`src/hw/rtl/rau_pkg.sv`:
```
// ----------------------------------------------------------------------------
// rau_pkg
// Shared types and constants of the rational arithmetic unit.
// ----------------------------------------------------------------------------
package rau_pkg;

    localparam int NUM_W = 32;   // numerator port width
    localparam int DEN_W = 31;   // denominator port width
    localparam int RES_W = 64;   // result numerator width

    typedef enum logic [1:0] {
        KIND_ADD = 2'd0,
        KIND_SUB = 2'd1,
        KIND_MUL = 2'd2,
        KIND_DIV = 2'd3
    } t_kind;

    // one classified job as it travels from front to back
    typedef struct packed {
        t_kind                    kind;
        logic signed [NUM_W-1:0]  an;
        logic        [DEN_W-1:0]  ad;
        logic signed [NUM_W-1:0]  bn;
        logic        [DEN_W-1:0]  bd;
        logic                     bad;   // zero denominator (bd only outside divide) or division by zero
    } t_job;

    // front to queue write request
    typedef struct packed {
        logic  push;
        t_job  job;
    } t_job_wr;

    typedef enum logic [3:0] {
        ST_IDLE,
        ST_MUL0,
        ST_MUL1,
        ST_MUL2,
        ST_SUM,
        ST_ABS,
        ST_GCD,
        ST_SHIFT,
        ST_DIV,
        ST_DONE
    } t_state;

endpackage

```
`src/hw/rtl/rau_front.sv`:
```
// ----------------------------------------------------------------------------
// rau_front
// Accepts input words, trims operands to the configured width and flags
// jobs whose result is invalid.
// ----------------------------------------------------------------------------
module rau_front #(
    parameter int OPERAND_WIDTH = 32
) (
    input  logic                              i_push,
    input  logic                              i_q_full,
    input  logic [1:0]                        i_kind,
    input  logic signed [rau_pkg::NUM_W-1:0]  i_a_num,
    input  logic [rau_pkg::DEN_W-1:0]         i_a_den,
    input  logic signed [rau_pkg::NUM_W-1:0]  i_b_num,
    input  logic [rau_pkg::DEN_W-1:0]         i_b_den,
    output rau_pkg::t_job_wr                  o_wr
);

    localparam int SH = rau_pkg::NUM_W - OPERAND_WIDTH;
    localparam logic [rau_pkg::DEN_W-1:0] DEN_MASK =
        rau_pkg::DEN_W'((64'd1 << (OPERAND_WIDTH - 1)) - 64'd1);

    logic signed [rau_pkg::NUM_W-1:0] a_sh;
    logic signed [rau_pkg::NUM_W-1:0] b_sh;
    rau_pkg::t_job                    job;

    // sign-extend numerators, mask denominators, classify
    always_comb begin
        a_sh     = i_a_num <<< SH;
        b_sh     = i_b_num <<< SH;
        job.kind = rau_pkg::t_kind'(i_kind);
        job.an   = a_sh >>> SH;
        job.bn   = b_sh >>> SH;
        job.ad   = i_a_den & DEN_MASK;
        job.bd   = i_b_den & DEN_MASK;
        if (job.kind == rau_pkg::KIND_DIV) begin
            job.bad = (job.ad == '0) || (job.bn == '0);
        end else begin
            job.bad = (job.ad == '0) || (job.bd == '0);
        end
        o_wr.job  = job;
        o_wr.push = i_push && !i_q_full;
    end

endmodule

```
`config.mk`:
```
export PLATFORM = sky130hd
export DESIGN_NAME = rau_front
export DESIGN_NICKNAME = d
export VERILOG_FILES = /design/src/hw/rtl/rau_pkg.sv /design/src/hw/rtl/rau_front.sv
export SDC_FILE = /design/constraint.sdc
export NUM_CORES = 1
export LEC_CHECK = 0
export BUFFER_PORTS_ARGS = -buffer_cell sky130_fd_sc_hd__buf_2
export CAP_MARGIN = 15
export CORE_AREA = 2 2 99 101
export DETAILED_ROUTE_END_ITERATION = 6
export DIE_AREA = 0 0 101 103
export GPL_ROUTABILITY_DRIVEN = 0
export PLACE_DENSITY_LB_ADDON = 0.15
export SETUP_SLACK_MARGIN = 0.5
export SLEW_MARGIN = 10
export SYNTH_ARGS = -nofsm -noshare
export SYNTH_HDL_FRONTEND = slang
export SYNTH_SLANG_ARGS = --single-unit
```
`constraint.sdc`:
```
create_clock -name vclk -period 1.13
set_input_delay 0.113 -clock vclk [all_inputs]
set_output_delay 0.113 -clock vclk [all_outputs]
set_load 0.01 [all_outputs]
```
# Yosys cells after proc, flatten, opt, wreduce, memory -nomap -nowiden
# Cells that the tools add are included.
[op_classes]
eq_ne = 1
n_reduce_logical = 7
mux = 1
[op_table]
columns = ["op", "count"]
rows = [
  ["logical NOT 31 bit", 2],
  ["logical NOT 32 bit", 1],
  ["== test 2 bit, second input constant", 1],
  ["logical OR 1 bit", 2],
  ["logical AND 1 bit", 1],
  ["logical NOT 1 bit", 1],
  ["two-way mux 1 bit", 1],
]
[word_totals]
out_inout_bits = 130
reg_bits = 0
elab_cells = 9

# Longest topological paths before layout
# Gate-level depths: netlist of run 1.
[depth]
depth_word = 3
mapped_depth = 4
mapped_depth_nobuf = 4

# Worst setup path after synthesis of run 1
# OpenSTA, ideal clock, no wires.
[synth_timing]
path_kind = "input port to output port"
startpoint = "input port i_b_den[9] (netlist name)"
endpoint = "output port o_wr[0] (netlist name)"
cell_stages = 3
t_arrival_ns = 1.064
path_slack_ns = -0.047
required_time_ns = 1.017
n_path_buf = 0
cell_sequence = "or4_4 > a2111oi_2 > or3_1"
[synth_rtl]
columns = ["element", "line", "rtl"]
rows = [
  ["start, declared", "rau_front.sv:15", "input logic [rau_pkg::DEN_W-1:0] i_b_den,"],
  ["end, declared", "rau_front.sv:16", "output rau_pkg::t_job_wr o_wr"],
]

==> flow_summary.toml, run 1 <==
[outcome]
status = "finished with violations"
failed_checks = "setup timing"

[clock_network]
cts-hold-fix-buffers = 0

[synth]
avgSynthCellArea_sq_um = 7.26
synthDistinctLibCells = 10
syn_inst = 164
netlist_area_sq_um = 1190
yosys.area.top_type = "buf_4"
synth_compound_area_share_pct = 1.26
synth_top_area_share_pct = 80.8
synth_simple_gate_area_share_pct = 18.0
synth_xor_area_share_pct = 0
seq_area_frac_synth_pct = 0
syn_nets = 294
synth_top_family_by_area = "buffers and inverters"
synthAdderAreaFrac_pct = 0
yosys_warnings = 0
synthMuxAreaShare_pct = 0
synthTopCellsByArea = "buf_4 (81%), nor4_1 (11%), nand4_1 (2.1%)"

[timing]
finalHoldViolations = 0
worstMarginPinSlew_ns = 0.372
setup_slack_ns = -0.223
finalSetupViolations = 1
fmax_mhz = 739
final_max_slew_viol_count = 0
slew_headroom_pct = 75.0
period_needed_ns = 1.35
period_share_pct = 120
rsz0062_at_grt = "yes"

[final_layout]
register_area_sq_um = 0
n_clock_buffer = 0
utilization_pct = 17.0
drive_gt1_share_pct = 90.4
fillers = 1109
multi_input_area_sq_um = 327
design_area_sq_um = 1610
antenna_cells = 0
fin_nets = 381
synthToLayoutAreaGrowth_pct = 35.2
seq_cells = 0

[min_path]
hp-class = "primary input to output pin"
hold_start = "i_a_num[16]"

[setup_path]
critical_path.slowest_cell = "a2111oi_4"
required_ns = 1.02
critPathKind = "primary input to output pin"
critPathLaunch = "i_b_den[0]"
cpMostUsedCell = "buf_2"
crit_path_max_incr_delay_ns = 0.32
endpoint_kind = "output pin"
worst-path-max-fanout = 2
critPathLaunchType = "primary input"
arrival_ns = 1.24
path_cells = "buf_2 -> nor4_4 -> nand4_1 -> a2111oi_4 -> or3_1 -> buf_2"

[routing]
wire_per_inst_um = 11.9
drt_first_pass_iters = 4
detail-route-antenna-nets = 0
routed_wl_mm = 4.31
vias = 1303
drc = 0
viasPerCell = 3.59
drt_iter0_drc = 13

[power_and_ir_drop]
vdd_ir_drop_max_uv = 89.5
leakage_nw = 0.899
powerDensity_nw_per_um2 = 363
power.total_w = 0.000585

[placement]
io_buffers = 196
dpl_cell_area_sq_um = 1480
dpl_worst_slack_ns = -0.321
dp_hpwl_mm = 4.04

[job]
drv_cap = 0

[floorplan]
die_h_um = 103
io_pins = 260
rows = 36
dieArea_sq_um = 10400
fp.dieW_um = 101
coreArea_sq_um = 9460
start_util_pct = 12.6

[grt]
track_usage_pct = 6.50
grt_overflow = 0
grt_pass1_vias = 1103
grt_max_degree = 4
grt_antenna_before_repair = 0
grt_pass1_wl_mm = 5.30
[final timing paths]
check                    to  slack, ns  depth (start not counted)
setup / recovery    o_wr[0]      -0.22                          6
hold / removal    o_wr[111]       0.23                          0
[cell usage in the layout, fill, tap and decap left out]
cell	synthesis	layout
a2111oi_4	0	1
nand3_4	0	1
or3_1	1	1
buf_6	0	5
nor4_2	0	6
buf_2	0	191
nor2_1	1	1
nor4_4	0	2
nand4_1	4	4
nor3_1	3	2
nor4_1	21	13
or4_4	1	1
nor3_2	0	1
nor2b_1	1	1
buf_4	128	17
nand3_1	3	2
[stage by stage]
step                hold slack (ns)  cells  setup TNS [ns]
detailed placement            0.226    363          -0.321
global placement              0.226    363          -0.362
floorplan                     0.272    164               0
CTS                           0.226    363          -0.258
finish                        0.226    363          -0.223
global route                  0.226    363          -0.316
[synthesized netlist by cell type]
cell       number
nand4_1         4
nor3_1          3
a2111oi_2       1
or3_1           1
or4_4           1
nor2b_1         1
nand3_1         3
nor4_1         21
nor2_1          1
buf_4         128
[cell type report]
cell class         instances  share of cell area (%)
repair buffers           213                    70.8
multi-input cells         36                    20.3
well taps                114                    8.86
[what timing repair did]
item,4_1_cts,5_1_grt
setup buffers,0,0
gates resized for setup,7,12
endpoints found under the setup margin,1,1
pin swaps,1,5
cloned,0,0
[where the power goes]
part	leakage (nW)	internal, W	total (W)	switching (W)
registers	0	0	0	0
logic	0.899	0.000300	0.000585	0.000285
clock network	0	0	0	0
[per-layer routing]
metal | track usage (%) | vias up | wire, um
li1 | - | 608 | -
met1 | 6.52 | 556 | 1410
met2 | 13.0 | 123 | 2260
met3 | 1.29 | 16 | 505
met4 | 2.60 | 0 | 136
met5 | 0 | - | 0
[cells by family (layout without fill, tap and decap cells)]
kind of cell           count (synthesis)  in the layout
buffers and inverters                128            213
and+or+nand+nor                       35             35
AOI/OAI and AO/OA                      1              1
[critical path: cells and delay by family]
family                 cells  cell delay (ns)
AND/OR/NAND/NOR            3             0.57
AO/OA/AOI/OAI              1             0.32
buffers and inverters      2             0.25
No activity file was read; power rests on OpenSTA's default activity.
==> run 2, diff against run 1 <==
--- a/config.mk
+++ b/config.mk
@@ -5,7 +5,7 @@
 export SDC_FILE = /design/constraint.sdc
 export NUM_CORES = 1
 export LEC_CHECK = 0
-export BUFFER_PORTS_ARGS = -buffer_cell sky130_fd_sc_hd__buf_2
+export BUFFER_PORTS_ARGS = -buffer_cell sky130_fd_sc_hd__clkbuf_2
 export CAP_MARGIN = 15
 export CORE_AREA = 2 2 99 101
 export DETAILED_ROUTE_END_ITERATION = 6
==> run 2 against run 1 <==
The flow still finishes with violations (setup timing). Largest cell class unchanged. Cell area increased by 6.4%. Cell count increased by 4.4%. First-iteration DRC count decreased by 62%. Die area unchanged. Clock-buffer cell count unchanged. Power increased by 6.6%. Flip-flop and latch count unchanged. Highest routed layer unchanged. Setup slack got worse by 0.043 ns. Via count increased by 3.1%. Non-clock buffer count increased by 16. Worst hold slack unchanged. Critical path depth unchanged.
==> flow_summary.toml, run 2 (same netlist as run 1, synthesis figures left out) <==
[routing]
viasPerCell = 3.55
vias = 1344
routed_wl_mm = 4.34
detail-route-antenna-nets = 0
drt_iter0_drc = 5
wire_per_inst_um = 11.4
drc = 0
drt_first_pass_iters = 2

[power_and_ir_drop]
leakage_nw = 1.01
power.total_w = 0.000623
powerDensity_nw_per_um2 = 364
vdd_ir_drop_max_uv = 121

[final_layout]
synthToLayoutAreaGrowth_pct = 43.8
fin_nets = 397
register_area_sq_um = 0
final_common_cell = "clkbuf_2"
final_cell_mix = "clkbuf_2 (192), buf_4 (33), nor4_1 (13)"
fillers = 1109
fin_cells = 379
seq_cells = 0
antenna_cells = 0
multi_input_area_sq_um = 322
n_clock_buffer = 0
drive_gt1_share_pct = 90.6

[timing]
fmax_mhz = 717
final_max_slew_viol_count = 0
period_share_pct = 123
worstMarginPinSlew_ns = 0.380
rsz0062_at_grt = "yes"
period_needed_ns = 1.40
setup_slack_ns = -0.265
finalSetupViolations = 1
finalHoldViolations = 0
slew_headroom_pct = 74.4

[setup_path]
critPathLaunchType = "primary input"
worst-path-max-fanout = 2
arrival_ns = 1.28
critPathKind = "primary input to output pin"
endpoint_kind = "output pin"
required_ns = 1.02

[floorplan]
io_pins = 260
rows = 36
dieArea_sq_um = 10400
fp.dieW_um = 101
die_h_um = 103
start_util_pct = 12.6
coreArea_sq_um = 9460

[placement]
io_buffers = 196
place_inst = 379
dp_hpwl_mm = 4.13

[grt]
grt_pass1_wl_mm = 5.50
track_usage_pct = 6.80
grt_overflow = 0
grt_max_degree = 4
grt_antenna_before_repair = 0
top_usage_layer = "met2"
met3_usage_pct = 1.42
grt_pass1_vias = 1126
met1_usage_pct = 6.65
grt_use_met2_pct = 13.8

[clock_network]
postCtsSetupRepairBufs = 0
cts-hold-fix-buffers = 0

[min_path]
hold_start = "i_a_num[16]"
hold_depth = 0
worstHoldEndpoint = "o_wr[111]"
hp-class = "primary input to output pin"

[outcome]
status = "finished with violations"
failed_checks = "setup timing"

[job]
drv_cap = 0
-- run 2: worst max path at each step --
stage	startpoint	to	slack (ns)	cells after the start
after floorplan	i_b_den[9]	o_wr[0]	0.02	3
after global routing	i_b_den[21]	o_wr[0]	-0.34	7
after CTS	i_b_den[15]	o_wr[0]	-0.30	5
after detailed placement	i_b_den[21]	o_wr[0]	-0.45	7
after global placement	i_b_den[21]	o_wr[0]	-0.46	7
final	i_b_den[1]	o_wr[0]	-0.27	6
-- run 2: critical path, cell delays in order --
cell       delay, ns
clkbuf_2        0.10
nor4_2          0.28
nand4_1         0.19
a2111oi_4       0.33
or3_1           0.14
buf_2           0.13
-- run 2: through the flow --
step	instance area [sq um]	worst slack (ns)	util [%]	TNS (ns)	hold WS, ns
final	1710	-0.265	18.1	-0.265	0.226
after detailed placement	1600	-0.447	16.9	-0.447	0.226
after global routing	1710	-0.341	18.1	-0.341	0.226
after CTS	1660	-0.296	17.5	-0.296	0.226
after global placement	1600	-0.458	16.9	-0.458	0.226
after floorplan	1190	0.0172	-	0	0.272
-- run 2: area by class of cell --
type	count	share of cell area, %
tap	114	8.33
timing repair buffer	229	72.9
multi-input combinational	36	18.8
-- run 2: layer usage --
metal / routed length [um] / share of wire, %
met5: 0 / 0
met4: 136 / 3.1
met3: 495 / 11
met2: 2290 / 53
met1: 1410 / 33
-- run 2: power by group --
group	switching (W)	internal, W
combinational	0.000296	0.000327
sequential	0	0
clock	0	0
-- run 2: repair_timing --
action	4_1_cts	5_1_grt
gates resized for setup	8	15
endpoints found under the hold margin	0	0
setup endpoints to repair	1	1
pin swaps	5	6
==> run 3, diff against run 2 <==
--- a/config.mk
+++ b/config.mk
@@ -7,11 +7,11 @@
 export LEC_CHECK = 0
 export BUFFER_PORTS_ARGS = -buffer_cell sky130_fd_sc_hd__clkbuf_2
 export CAP_MARGIN = 15
-export CORE_AREA = 2 2 99 101
+export CORE_AREA = 4 4 99 101
 export DETAILED_ROUTE_END_ITERATION = 6
-export DIE_AREA = 0 0 101 103
+export DIE_AREA = 0 0 103 105
 export GPL_ROUTABILITY_DRIVEN = 0
-export PLACE_DENSITY_LB_ADDON = 0.15
+export PLACE_DENSITY = 0.5
 export SETUP_SLACK_MARGIN = 0.5
 export SLEW_MARGIN = 10
 export SYNTH_ARGS = -nofsm -noshare
==> run 3 against run 2 <==
The flow still finishes with violations (setup timing). Critical path type unchanged. Critical endpoint unchanged. Fmax shrank 4.1%. Cell count is 1.8% lower. Die area is 4.0% higher. Combinational power is 4.5% lower.
==> flow_summary.toml, run 3 (same netlist as run 1, synthesis figures left out) <==
[grt]
grt_pass1_vias = 1195
track_usage_pct = 6.39
grt_max_degree = 4
grt_antenna_before_repair = 0
grt_pass1_wl_mm = 5.65
grt_overflow = 0

[routing]
drt_iter0_drc = 7
detail-route-antenna-nets = 0
routed_wl_mm = 4.37
viasPerCell = 3.49
drc = 0
drt_first_pass_iters = 4
vias = 1299
wire_per_inst_um = 11.8

[final_layout]
final_common_cell = "clkbuf_2"
synthToLayoutAreaGrowth_pct = 35.9
fin_nets = 393
register_area_sq_um = 0
seq_cells = 0
final_cell_mix = "clkbuf_2 (194), buf_4 (29), nor4_1 (17)"
antenna_cells = 0
utilization_pct = 17.9
n_clock_buffer = 0
drive_gt1_share_pct = 88.5
fillers = 1038

[placement]
dpl_worst_slack_ns = -0.370
io_buffers = 196
dp_hpwl_mm = 4.20

[setup_path]
required_ns = 1.02
critPathLaunchType = "primary input"
arrival_ns = 1.34
critPathKind = "primary input to output pin"
endpoint_kind = "output pin"
worst-path-max-fanout = 2

[timing]
setup_slack_ns = -0.325
period_needed_ns = 1.46
worstMarginPinSlew_ns = 0.326
period_share_pct = 129
finalSetupViolations = 1
final_max_slew_viol_count = 0
rsz0062_at_grt = "yes"
finalHoldViolations = 0
fmax_mhz = 687
slew_headroom_pct = 78.1

[floorplan]
rows = 35
io_pins = 260
start_util_pct = 13.2
dieArea_sq_um = 10800
coreArea_sq_um = 9020
die_h_um = 105
fp.dieW_um = 103

[power_and_ir_drop]
vdd_ir_drop_max_uv = 88.7
powerDensity_nw_per_um2 = 368
leakage_nw = 0.985
power.total_w = 0.000595

[job]
drv_cap = 0

[min_path]
hp-class = "primary input to output pin"
hold_start = "i_a_num[6]"
hold_depth = 0
worstHoldEndpoint = "o_wr[101]"

[clock_network]
cts-hold-fix-buffers = 0

[outcome]
status = "finished with violations"
failed_checks = "setup timing"
-- run 3: worst max path at each step --
stage                start      end  slack [ns]  depth (start not counted)
2_1_floorplan   i_b_den[9]  o_wr[0]        0.02                          3
3_3_place_gp   i_b_den[17]  o_wr[0]       -0.41                          6
3_5_place_dp    i_b_den[5]  o_wr[0]       -0.37                          6
4_1_cts        i_b_den[17]  o_wr[0]       -0.32                          6
5_1_grt        i_b_den[15]  o_wr[0]       -0.38                          5
6_report       i_b_den[15]  o_wr[0]       -0.33                          5
-- run 3: stage by stage --
| stage | instances | TNS, ns | cell area, sq um | hold slack [ns] |
|---|---|---|---|---|
| floorplan | 164 | 0 | 1190 | 0.272 |
| global placement | 371 | -0.406 | 1560 | 0.226 |
| detailed placement | 371 | -0.370 | 1560 | 0.226 |
| CTS | 371 | -0.322 | 1590 | 0.226 |
| global route | 372 | -0.383 | 1620 | 0.226 |
| finish | 372 | -0.325 | 1620 | 0.226 |
-- run 3: power breakdown --
group	total [W]	switching (W)	internal [W]
registers	0	0	0
clock network	0	0	0
logic	0.000595	0.000283	0.000312
-- run 3: area by class of cell --
class / count / area (sq um) / area share, %
Timing Repair Buffer: 225 / 1210 / 74.9
Multi-Input combinational cell: 36 / 267 / 16.5
Tap cell: 111 / 139 / 8.59
-- run 3: layer usage --
| layer | GRT usage, % | vias to the layer above | wire length (um) |
|---|---|---|---|
| li1 | - | 629 | - |
| met3 | 1.60 | 16 | 667 |
| met4 | 1.76 | 0 | 110 |
| met1 | 6.38 | 543 | 1340 |
| met2 | 12.6 | 111 | 2260 |
| met5 | 0 | - | 0 |
-- run 3: repair_timing --
item                                   CTS  global route
pin swaps                                2             5
setup endpoints to repair                1             1
endpoints found under the hold margin    0             0
setup buffers                            0             1
gates resized for setup                  4             5
-- run 3: critical path, stage by stage --
cell and delay (ns):
buf_6 0.09, or4_4 0.54, a2111oi_4 0.33, or3_1 0.16
buf_6 0.10
