File: src/hw/rtl/rau_pkg.sv
// ----------------------------------------------------------------------------
// rau_pkg
// Shared types and constants of the rational arithmetic unit.
// ----------------------------------------------------------------------------
package rau_pkg;

    localparam int NUM_W = 32;   // numerator port width
    localparam int DEN_W = 31;   // denominator port width
    localparam int RES_W = 64;   // result numerator width

    typedef enum logic [1:0] {
        KIND_ADD = 2'd0,
        KIND_SUB = 2'd1,
        KIND_MUL = 2'd2,
        KIND_DIV = 2'd3
    } t_kind;

    // one classified job as it travels from front to back
    typedef struct packed {
        t_kind                    kind;
        logic signed [NUM_W-1:0]  an;
        logic        [DEN_W-1:0]  ad;
        logic signed [NUM_W-1:0]  bn;
        logic        [DEN_W-1:0]  bd;
        logic                     bad;   // zero denominator (bd only outside divide) or division by zero
    } t_job;

    // front to queue write request
    typedef struct packed {
        logic  push;
        t_job  job;
    } t_job_wr;

    typedef enum logic [3:0] {
        ST_IDLE,
        ST_MUL0,
        ST_MUL1,
        ST_MUL2,
        ST_SUM,
        ST_ABS,
        ST_GCD,
        ST_SHIFT,
        ST_DIV,
        ST_DONE
    } t_state;

endpackage

File: src/hw/rtl/rau_fifo.sv
// ----------------------------------------------------------------------------
// rau_fifo
// Two-entry job queue between front and back.
// ----------------------------------------------------------------------------
module rau_fifo (
    input  logic              i_clk,
    input  logic              i_rst_n,
    input  rau_pkg::t_job_wr  i_wr,
    input  logic              i_pop,
    output rau_pkg::t_job     o_job,
    output logic              o_full,
    output logic              o_empty
);

    rau_pkg::t_job  r_mem [2];
    logic           r_wp;
    logic           r_rp;
    logic [1:0]     r_cnt;
    logic           do_pop;

    assign do_pop  = i_pop && (r_cnt != 2'd0);
    assign o_full  = (r_cnt == 2'd2);
    assign o_empty = (r_cnt == 2'd0);
    assign o_job   = r_mem[r_rp];

    // store word
    always_ff @(posedge i_clk) begin
        if (i_wr.push) begin
            r_mem[r_wp] <= i_wr.job;
        end
    end

    // advance pointers and count
    always_ff @(posedge i_clk) begin
        if (!i_rst_n) begin
            r_wp  <= 1'b0;
            r_rp  <= 1'b0;
            r_cnt <= 2'd0;
        end else begin
            if (i_wr.push) begin
                r_wp <= ~r_wp;
            end
            if (do_pop) begin
                r_rp <= ~r_rp;
            end
            r_cnt <= r_cnt + 2'(i_wr.push) - 2'(do_pop);
        end
    end

endmodule

File: config.mk
export PLATFORM = sky130hd
export DESIGN_NAME = rau_fifo
export DESIGN_NICKNAME = d
export VERILOG_FILES = /design/src/hw/rtl/rau_pkg.sv /design/src/hw/rtl/rau_fifo.sv
export SDC_FILE = /design/constraint.sdc
export NUM_CORES = 1
export LEC_CHECK = 0
export ABC_AREA = 1
export BUFFER_PORTS_ARGS = -buffer_cell sky130_fd_sc_hd__buf_2
export CORE_ASPECT_RATIO = 0.75
export CORE_MARGIN = 1
export CORE_UTILIZATION = 56
export CTS_CLUSTER_DIAMETER = 80
export DETAILED_ROUTE_END_ITERATION = 8
export PLACE_DENSITY = 0.81
export RECOVER_POWER = 50
export REMOVE_ABC_BUFFERS = 1
export SYNTH_ARGS = -nofsm -noshare
export SYNTH_HDL_FRONTEND = slang
export SYNTH_SLANG_ARGS = --single-unit
File: constraint.sdc
create_clock -name i_clk -period 20.2 [get_ports i_clk]
set_input_delay 3.03 -clock i_clk [delete_from_list [all_inputs] [get_ports i_clk]]
set_output_delay 3.03 -clock i_clk [all_outputs]
set_load 0.01 [all_outputs]
# == Word level (Yosys, flattened, before mapping) ==
# Memory sizes are Yosys's and may differ from the RTL's. A register that Yosys moved wholly into a read port is not among the register bits.
# Index checks and enable logic that the tools add are counted.
# classes
eq_ne,1
mux,4
n_reduce_logical,3
bitwise_logic,2
addsub,2
# ops
op,count
1-bit two-way mux,4
2-bit by 1-bit adder with 2-bit output,1
2-bit == test (second input constant),1
2-bit zero test,1
1-bit NOT,2
2-bit nonzero test,1
2-bit by 1-bit subtractor with 2-bit output,1
1-bit logical AND,1
# totals
word_cells,16
ff_bits,4
mem_count,1
input_bits,133
ram_bits,258
out_inout_bits,131
# memory_table
memory,words,word_bits,read_ports,rd_clocked_by_memory_dff,write_ports,line,rtl
r_mem,2,129,1,1,1,rau_fifo.sv:15,rau_pkg::t_job r_mem [2];

# == Logic depth before layout (Yosys ltp) ==
# Gate-level depths: netlist of run 1.
# depth
depth_word,4
depth_mapped,10
ltp_nobuf,10

# == Worst setup path before layout of run 1 ==
# Ideal clock, no wire load.
# synth_path
path_kind,input-to-reg
start,in i_wr[129] (netlist bit)
end,mem r_mem[0][0] (netlist bit) (enable)
required_ns,19.578
n_path_buf,0
setup_time_ns,0.622
slack_ns,11.112
cell_stages,2
arrival_ns,8.466
cell_sequence,inv_1 nor2_1
# synth_between
elab_chain_len,2
# synth_rtl
element,line,rtl
from (decl),rau_fifo.sv:8,"input rau_pkg::t_job_wr i_wr,"
1-bit two-way mux,rau_fifo.sv:28,if (i_wr.push) begin
1-bit two-way mux (implied by the code),rau_fifo.sv:29,r_mem[r_wp] <= i_wr.job;
to (decl),rau_fifo.sv:15,
# Every way passes these cells.

# == Worst setup path after layout of run 1 ==
# layout_path
start,in i_wr[129] (netlist bit)
end,mem r_mem[1][40] (netlist bit) (enable)
# The elaborated chain is that of the path after synthesis.

==> results of run 1 <==
==> cell usage after synthesis <==
master | n | area [sq um]
mux2_2 | 129 | 1450
buf_2 | 1 | 5.00
a21oi_1 | 1 | 5.00
nor2_1 | 10 | 37.5
nand2_1 | 8 | 30.0
edfxtp_1 | 258 | 7750
dfxtp_1 | 5 | 100
nand3_1 | 2 | 10.0
ha_1 | 2 | 25.0
inv_1 | 8 | 30.0
buf_6 | 13 | 146
==> final cells by class <==
class / instances / area, sq um
antenna: 1 / 2.50
inverter: 8 / 31.3
sequential: 263 / 7850
timing repair buffer: 267 / 1250
clock buffer: 30 / 644
fill: 1085 / 5040
tap: 215 / 269
multi-input combinational: 152 / 1570
clock inverter: 15 / 116
==> metal layers <==
| layer | vias to the layer above | share of wire | wire (um) |
|---|---|---|---|
| li1 | 2278 | - | - |
| met1 | 2390 | 0.40 | 7220 |
| met2 | 215 | 0.47 | 8410 |
| met3 | 36 | 0.10 | 1820 |
| met4 | 0 | 0.022 | 400 |
| met5 | - | 0 | 0 |
==> cells by family after synthesis <==
| family | count (synthesis) | synth area share |
|---|---|---|
| AO/OA/AOI/OAI | 1 | 0.000521 |
| AND/OR/NAND/NOR | 20 | 0.00809 |
| flip-flops | 263 | 0.818 |
| multiplexers | 129 | 0.151 |
| buffers and inverters | 22 | 0.0189 |
| adder cells (fa/ha/maj) | 2 | 0.00261 |
==> report_power, final <==
group	internal, mW	leakage, nW	switching (mW)
sequential	0.636	2.46	0.0212
clock	0.252	0.368	0.181
combinational	0.110	1.42	0.110
==> state kept, by name, summed over array words and instances, names as in the netlist, named ones only <==
signal	flops
r_cnt	2
r_mem	258
r_wp	1
r_rp	1
==> final timing paths <==
| kind | from | endpoint | slack [ns] | cells past startpoint |
|---|---|---|---|---|
| setup / recovery | i_wr[129] | r_mem[1][40] | 13.63 | 4 |
| hold / removal | r_rp | register | 0.53 | 2 |
| setup reg to reg | r_wp | r_mem[1][40] | 15.99 | 3 |
| hold reg to reg | r_rp | register | 0.53 | 2 |
==> worst register-to-register path, cell delays in order, from the launching register on <==
cell and delay [ns]:
dfxtp_1 0.34, nand2_1 0.10, clkinvlp_2 2.11, buf_4 1.24
==> metrics by stage <==
| stage | total power [mW] | cell area, sq um | util | hold WS, ns |
|---|---|---|---|---|
| 4_1_cts | 1.32 | 11800 | 0.705 | 0.528 |
| 5_1_grt | 1.36 | 11700 | 0.699 | 0.549 |
| 2_1_floorplan | 0.809 | 9440 | - | 0.467 |
| 3_5_place_dp | 0.890 | 11100 | 0.660 | 0.501 |
| 6_report | 1.31 | 11700 | 0.700 | 0.535 |
| 3_3_place_gp | 0.882 | 11100 | 0.660 | 0.493 |
==> key figures, run 1 <==
Run status
  • Status: complete, but fails checks
  • Failing checks: max-capacitance violations, max-slew violations

GRT
  • Largest net degree at the start of global routing: 70
  • GRT overflow: 0
  • M2 GR Usage: 0.322
  • Met1 Track Usage GR: 0.246
  • Met3 GRT Util: 0.0678
  • First-pass GRT wire length: 26000 um
  • Number of global-route vias before repair: 4932
  • Global route hottest layer: met2
  • GRT Overall Usage: 0.194
  • Initial antenna violation count: 0

Clock network
  • Postcts setup bufs: 0
  • Clock Latency Late Sink: 0.50 ns
  • CTS tree: built
  • Cts hold-fix bufs: 0
  • Bufs on Longest Clock Path: 3
  • Num CTS Buffers: 25
  • CTS H-tree depth: 1
  • Worst-path clk slew: 0.06 ns
  • Root Driver: clkbuf_16
  • # clock sinks: 263
  • Post-CTS Resized: 0

Final layout
  • Final nets: 852
  • Commonest non-fill, non-tap cell in the layout: edfxtp_1
  • Area Growth Syn to Fin: 22.4%
  • Post-route insts no fill: 951
  • Share of cells above drive strength 1: 0.483
  • Commonest non-fill, non-tap cells in the layout: edfxtp_1 (258), buf_2 (188), mux2_2 (129), clkbuf_1 (80), clkbuf_16 (25)

Setup path
  • Critical Path, Cell by Cell: clkbuf_1, nand2_1, clkinvlp_2, buf_4
  • Worst Path Arrival: 6.69 ns
  • Crit end category: register
  • Worst path slowest cell: clkinvlp_2
  • CP required: 20.32 ns
  • Critical path's top delay family: buffers and inverters
  • CP max stage delay: 2.11 ns
  • Crit path max fanout: 66
  • Critical path class: in -> reg
  • CP bufs+invs: 3
  • CP Launch Type: input pin

STA
  • Relative slew slack: -0.902
  • Fin. Hold Viols: 0
  • Fin Clk Skew: 0.00851 ns
  • Max Clk Rate: 0.152 GHz
  • Setup_tns: 0 ns
  • RSZ-0062 raised after global routing: no
  • Final min period: 6.57 ns
  • Setup Viol. Count Final: 0
  • Final WS setup: 13.63 ns
  • Fin crit share: 0.325
  • Slew Viols, Final: 65
  • Slew @ Worst Pin: 2.84 ns

Logic synthesis
  • YS warnings: 0
  • Sequential share of the synthesized area: 0.818
  • Mapped Area: 0.00959 sq mm
  • Synth cell types: 11
  • Seq cells post-synth: 263
  • Synthesized area per cell: 21.9 sq um
  • Mapped Cells: 437

Routing
  • DR iter-0 viols: 262
  • DRT Pass-1 Iters: 4
  • Routed vias/inst: 5.17
  • DRC: 0
  • Routed Wire Length: 17900 um
  • ANT nets after route: 0
  • Vias: 4919
  • Wire per inst: 18.8 um

Floorplanning
  • Ports: 264
  • Die area: 0.0177 sq mm
  • CORE AREA: 0.0168 sq mm
  • Initial Utilization: 0.572
  • Row count: 41
  • Die W: 153 um
  • Die Span Y: 115 um

Power and ir drop
  • LEAKAGE: 4.25 nW
  • PwrDens: 112 mW/mm^2
  • Peak VDD IR: 0.0761 mV

Placement
  • Place WS: 14.85 ns
  • DP Wirelength: 11700 um
  • Dpl cells: 905
  • Gpl congestion: 0.777
  • PortBufs: 263

Flow run
  • Max cap viols: 1

Worst hold path
  • Worst Hold Class: reg -> reg
Power figures use the tool's default switching activity.
==> run 2, diff against run 1 <==
--- a/config.mk
+++ b/config.mk
@@ -9,10 +9,10 @@
 export BUFFER_PORTS_ARGS = -buffer_cell sky130_fd_sc_hd__buf_2
 export CORE_ASPECT_RATIO = 0.75
 export CORE_MARGIN = 1
-export CORE_UTILIZATION = 56
+export CORE_UTILIZATION = 52
 export CTS_CLUSTER_DIAMETER = 80
 export DETAILED_ROUTE_END_ITERATION = 8
-export PLACE_DENSITY = 0.81
+export PLACE_DENSITY = 0.75
 export RECOVER_POWER = 50
 export REMOVE_ABC_BUFFERS = 1
 export SYNTH_ARGS = -nofsm -noshare
==> constraint.sdc (replaced) <==
create_clock -name i_clk -period 6.05 [get_ports i_clk]
set_input_delay 0.9075 -clock i_clk [delete_from_list [all_inputs] [get_ports i_clk]]
set_output_delay 0.9075 -clock i_clk [all_outputs]
set_load 0.01 [all_outputs]
==> key figures, run 2 (synthesized netlist as in run 1, its figures left out) <==
Run status
  • Status: complete, but fails checks
  • Failing checks: max-capacitance violations, max-slew violations

Setup path
  • Worst Path Arrival: 3.80 ns (-2.89 ns)
  • Critical path class: in -> reg
  • CP required: 6.09 ns (-14.23 ns)
  • Crit path max fanout: 63 (-4.5%)
  • CP Launch Type: input pin
  • Crit end category: register

STA
  • Hold WS: 0.514 ns (-0.0211 ns)
  • Relative slew slack: -1.30 (-0.397)
  • RSZ-0062 raised after global routing: no
  • Slew @ Worst Pin: 3.45 ns (+0.611 ns)
  • Fin Clk Skew: 0.00670 ns (-0.00180 ns)
  • Final min period: 3.76 ns
  • Max Clk Rate: 0.266 GHz
  • Setup Viol. Count Final: 0 (unchanged)
  • Final WS setup: 2.29 ns (-11.34 ns)
  • Setup_tns: 0 ns (unchanged)
  • Slew Viols, Final: 64 (-1.5%)
  • Fin. Hold Viols: 0 (unchanged)
  • Fin crit share: 0.621

Floorplanning
  • Die W: 159 um (+3.7%)
  • CORE AREA: 0.0179 sq mm (+6.5%)
  • Row count: 42 (+2.4%)
  • Initial Utilization: 0.537 (-0.0349)
  • Die area: 0.0190 sq mm (+7.6%)
  • Ports: 264 (unchanged)
  • Die Span Y: 120 um (+3.7%)

Clock network
  • Postcts setup bufs: 0 (unchanged)
  • Worst-path clk slew: 0.06 ns (about the same)
  • CTS tree: built
  • Post-CTS Resized: 0 (unchanged)
  • Num CTS Buffers: 26 (+4.0%)
  • Clock Latency Late Sink: 0.51 ns (about the same)
  • Bufs on Longest Clock Path: 3 (unchanged)
  • Cts hold-fix bufs: 0 (unchanged)
  • # clock sinks: 263 (unchanged)
  • Root Driver: clkbuf_16
  • CTS H-tree depth: 1 (unchanged)

GRT
  • Number of global-route vias before repair: 5134 (+4.1%)
  • GRT overflow: 0 (unchanged)
  • First-pass GRT wire length: 26300 um (+1.0%)
  • Initial antenna violation count: 3 (+3)
  • Largest net degree at the start of global routing: 75 (+7.1%)
  • GRT Overall Usage: 0.179 (-0.0154)

Routing
  • Routed vias/inst: 5.03 (-2.7%)
  • ANT nets after route: 0 (unchanged)
  • Wire per inst: 17.6 um (-6.1%)
  • DRC: 0 (unchanged)
  • DRT Pass-1 Iters: 5 (+1)
  • Vias: 4947 (+0.57%)
  • DR iter-0 viols: 285 (+8.8%)
  • Routed Wire Length: 17300 um (-2.9%)

Final layout
  • Final nets: 854 (+0.23%)
  • Area Growth Syn to Fin: 23.9%
  • Reg with most FFs: r_mem
  • Flip-flop count of the largest register after layout: 258 (unchanged)
  • Share of cells above drive strength 1: 0.520 (+0.0366)
  • Commonest non-fill, non-tap cells in the layout: edfxtp_1 (258), buf_2 (214), mux2_2 (129), clkbuf_1 (58), clkbuf_16 (27)
  • Largest registers: r_mem (258), r_cnt (2)
  • Commonest non-fill, non-tap cell in the layout: edfxtp_1

Power and ir drop
  • Gate power share: 0.173 (+0.005)
  • Power after layout: 4.48 mW (+240%)
  • Peak VDD IR: 0.270 mV (+250%)
  • Sw Share: 0.239 (about the same)
  • LEAKAGE: 4.36 nW (+2.7%)
  • Internal power: 3.41 mW (+240%)
  • Clock share of power: 0.346 (+0.015)
  • Switching power: 1.07 mW (+240%)
  • Flop pwr share: 0.481 (-0.021)
  • PwrDens: 377 mW/mm^2 (+240%)

Placement
  • Gpl congestion: 0.819 (+5.4%)
  • PortBufs: 263 (unchanged)
  • Place WS: 2.99 ns (-11.86 ns)
  • DP Wirelength: 11300 um (-2.9%)

Flow run
  • Max cap viols: 1 (unchanged)

Worst hold path
  • Worst Hold Class: reg -> reg
run 2: final timing paths:
path | startpoint | end | slack [ns] | cells past startpoint
worst min register to register | r_rp | r_rp | 0.51 | 2
worst max-delay path | i_wr[129] | r_mem[0][13] | 2.29 | 4
worst min-delay path | r_rp | r_rp | 0.51 | 2
worst max register to register | r_wp | r_mem[0][13] | 2.57 | 2
run 2: power by group through the flow:
stage / combinational, mW / sequential (mW) / clock (mW)
6_report: 0.774 / 2.16 / 1.55
5_1_grt: 0.834 / 2.16 / 1.65
4_1_cts: 0.786 / 2.15 / 1.59
3_5_place_dp: 0.781 / 2.19 / 0
3_3_place_gp: 0.768 / 2.18 / 0
2_1_floorplan: 0.447 / 2.25 / 0
run 2: layout make-up:
| cell class | count | area, sq um |
|---|---|---|
| sequential | 263 | 7850 |
| fill | 1232 | 5990 |
| multi-input combinational | 152 | 1560 |
| timing repair buffer | 268 | 1290 |
| clock buffer | 36 | 719 |
| tap | 242 | 303 |
| clock inverter | 12 | 118 |
| inverter | 8 | 32.5 |
| antenna | 2 | 5.00 |
run 2: layer usage:
layer  global-route usage  vias to the layer above  share of wire
met5                    0                        -        0.00058
met3               0.0605                       33          0.095
li1                     -                     2288              -
met4               0.0558                        2          0.026
met1                0.226                     2399           0.41
met2                0.294                      225           0.47
run 2: per-stage QoR:
step / cells / cell area (sq um) / utilization
3_3_place_gp: 933 / 11100 / 0.622
2_1_floorplan: 423 / 9440 / -
4_1_cts: 981 / 11900 / 0.669
6_report: 983 / 11900 / 0.665
5_1_grt: 981 / 11900 / 0.664
3_5_place_dp: 933 / 11100 / 0.622
run 2: worst max-delay path: stages:
cell and delay (ns):
clkbuf_1 0.16, inv_1 0.06, nor2_1 0.15, clkbuf_1 2.44
==> run 3, diff against run 2 <==
==> constraint.sdc (replaced) <==
create_clock -name i_clk -period 3.5 [get_ports i_clk]
set_input_delay 0.525 -clock i_clk [delete_from_list [all_inputs] [get_ports i_clk]]
set_output_delay 0.525 -clock i_clk [all_outputs]
set_load 0.01 [all_outputs]
==> key figures, run 3 (synthesized netlist as in run 1, its figures left out) <==
Run status
  • Status: finished clean

Routing
  • Routed Wire Length: 18400 um (+6.1%)
  • DRC: 0 (unchanged)
  • DRT Pass-1 Iters: 4 (-1)
  • ANT nets after route: 0 (unchanged)
  • Vias: 5008 (+1.2%)
  • DR iter-0 viols: 294 (+3.2%)
  • Wire per inst: 18.8 um (+6.4%)
  • Routed vias/inst: 5.11 (+1.5%)

Clock network
  • Num CTS Buffers: 25 (-3.8%)
  • CTS tree: built
  • Worst-path clk slew: 0.07 ns (about the same)
  • Bufs on Longest Clock Path: 3 (unchanged)
  • Postcts setup bufs: 0 (unchanged)
  • Post-CTS Resized: 0 (unchanged)
  • CTS H-tree depth: 1 (unchanged)
  • Root Driver: clkbuf_16
  • Cts hold-fix bufs: 0 (unchanged)
  • # clock sinks: 263 (unchanged)
  • Clock Latency Late Sink: 0.50 ns (about the same)

Setup path
  • R2R Path End: r_mem[0][3]
  • CP Launch Type: register
  • Critical path class: reg -> out
  • Crit path capture: o_job[121]
  • Worst Path Arrival: 2.07 ns (-1.73 ns)
  • Worst path slowest cell: buf_12
  • CP max stage delay: 0.52 ns (-1.92 ns)
  • Origin of the critical flop-to-flop path: r_wp
  • Critical Path Stages: 3 (-1)
  • Worst-case reg-to-reg path depth: 2 (unchanged)
  • Flop2flop setup slack: 0.94 ns (-1.63 ns)
  • CP required: 2.97 ns (-3.12 ns)
  • CP bufs+invs: 2 (-1)
  • Crit path max fanout: 121 (+92%)
  • Critical Path, Cell by Cell: buf_12, mux2_2, buf_2
  • Critical path's top delay family: buffers and inverters
  • Crit end category: output pin

STA
  • Fin. Hold Viols: 0 (unchanged)
  • Slew @ Worst Pin: 1.21 ns (-2.24 ns)
  • RSZ-0062 raised after global routing: no
  • Slew Viols, Final: 0 (-100%)
  • Fin Clk Skew: 0.00677 ns (+0.0000636 ns)
  • Fin crit share: 0.743
  • Setup Viol. Count Final: 0 (unchanged)
  • Relative slew slack: 0.192 (+1.49)
  • Setup_tns: 0 ns (unchanged)
  • Final min period: 2.60 ns
  • Max Clk Rate: 0.385 GHz

GRT
  • Largest net degree at the start of global routing: 122 (+63%)
  • GRT Overall Usage: 0.194 (+0.0146)
  • GRT overflow: 0 (unchanged)
  • Initial antenna violation count: 3 (unchanged)
  • First-pass GRT wire length: 28200 um (+7.3%)
  • Number of global-route vias before repair: 5188 (+1.1%)

Final layout
  • Design area: 0.0118 sq mm (-0.62%)
  • Fillers: 1283 (+4.1%)
  • Flip-flop count of the largest register after layout: 258 (unchanged)
  • Largest registers: r_mem (258), r_cnt (2)
  • Commonest non-fill, non-tap cells in the layout: edfxtp_1 (258), buf_2 (199), mux2_2 (129), clkbuf_1 (69), clkbuf_16 (25)
  • Commonest non-fill, non-tap cell in the layout: edfxtp_1
  • Area Growth Syn to Fin: 23.1%
  • Reg with most FFs: r_mem
  • Final nets: 854 (unchanged)
  • Share of cells above drive strength 1: 0.505 (-0.0149)

Power and ir drop
  • Switching power: 1.84 mW (+72%)
  • Flop pwr share: 0.496 (+0.015)
  • Gate power share: 0.181 (+0.008)
  • Peak VDD IR: 0.332 mV (+23%)
  • LEAKAGE: 4.30 nW (-1.4%)
  • Sw Share: 0.245 (+0.00596)
  • PwrDens: 636 mW/mm^2 (+69%)
  • Internal power: 5.66 mW (+66%)
  • Clock share of power: 0.323 (-0.023)

Worst hold path
  • Worst Hold Class: in -> reg

Flow run
  • Max cap viols: 0 (-1)

Placement
  • Gpl congestion: 0.794 (-3.0%)
  • Placement-stage cell area: 0.0112 sq mm (+0.52%)
  • DP Wirelength: 12100 um (+7.0%)
  • PortBufs: 263 (unchanged)

Floorplanning
  • Die area: 0.0190 sq mm (unchanged)
  • Die W: 159 um (unchanged)
  • Ports: 264 (unchanged)
  • Die Span Y: 120 um (unchanged)
  • Initial Utilization: 0.537 (unchanged)
  • Row count: 42 (unchanged)
  • CORE AREA: 0.0179 sq mm (unchanged)
-- run 3: cell types whose count changed in the layout (fill, tap and decap cells not counted), moves of 3 or more --
cell      change
buf_12        +3
buf_2        -15
clkbuf_1     +11
clkinv_2      +4
-- run 3: power groups by stage --
stage / logic [mW] / registers, mW / clock network [mW]
detailed placement: 1.38 / 3.79 / 0
global route: 1.46 / 3.74 / 2.61
finish: 1.36 / 3.72 / 2.42
global placement: 1.34 / 3.77 / 0
floorplan: 0.773 / 3.89 / 0
CTS: 1.39 / 3.72 / 2.50
-- run 3: through the flow --
stage / setup WS [ns] / hold WS, ns / power, mW / util / std cells
after detailed placement: 1.36 / 0.515 / 5.17 / 0.625 / 934
final: 0.901 / 0.212 / 7.50 / 0.661 / 980
after floorplan: -3.08 / 0.467 / 4.67 / - / 423
after CTS: 0.881 / 0.183 / 7.60 / 0.666 / 979
after global routing: 0.712 / 0.187 / 7.82 / 0.661 / 979
after global placement: 1.44 / 0.488 / 5.11 / 0.625 / 934
-- run 3: cell type report --
cell class,instances,area [sq um],share of cell area
flip-flops and latches,263,7850,0.665
multi-input cells,152,1560,0.132
repair buffers,269,1320,0.112
clock buffers,33,676,0.0572
well taps,242,303,0.0257
clock inverters,12,62.6,0.00530
inverters,8,32.5,0.00276
diodes,1,2.50,0.000212
-- run 3: how the worst min path moves through the flow --
stage	from	endpoint	slack, ns	cells past startpoint
floorplan	r_rp	register	0.47	2
global placement	r_rp	r_rp	0.49	2
detailed placement	r_rp	r_rp	0.51	2
CTS	i_wr[70]	r_mem[0][70]	0.18	1
global route	i_wr[82]	r_mem[1][82]	0.19	1
finish	i_wr[111]	r_mem[0][111]	0.21	1
-- run 3: layer usage --
| metal | routed length [um] | global-route usage | vias to the layer above |
|---|---|---|---|
| met4 | 361 | 0.0455 | 4 |
| met3 | 1590 | 0.0560 | 36 |
| met1 | 7640 | 0.255 | 2428 |
| met5 | 18 | 0 | - |
| met2 | 8770 | 0.320 | 254 |
| li1 | - | - | 2286 |
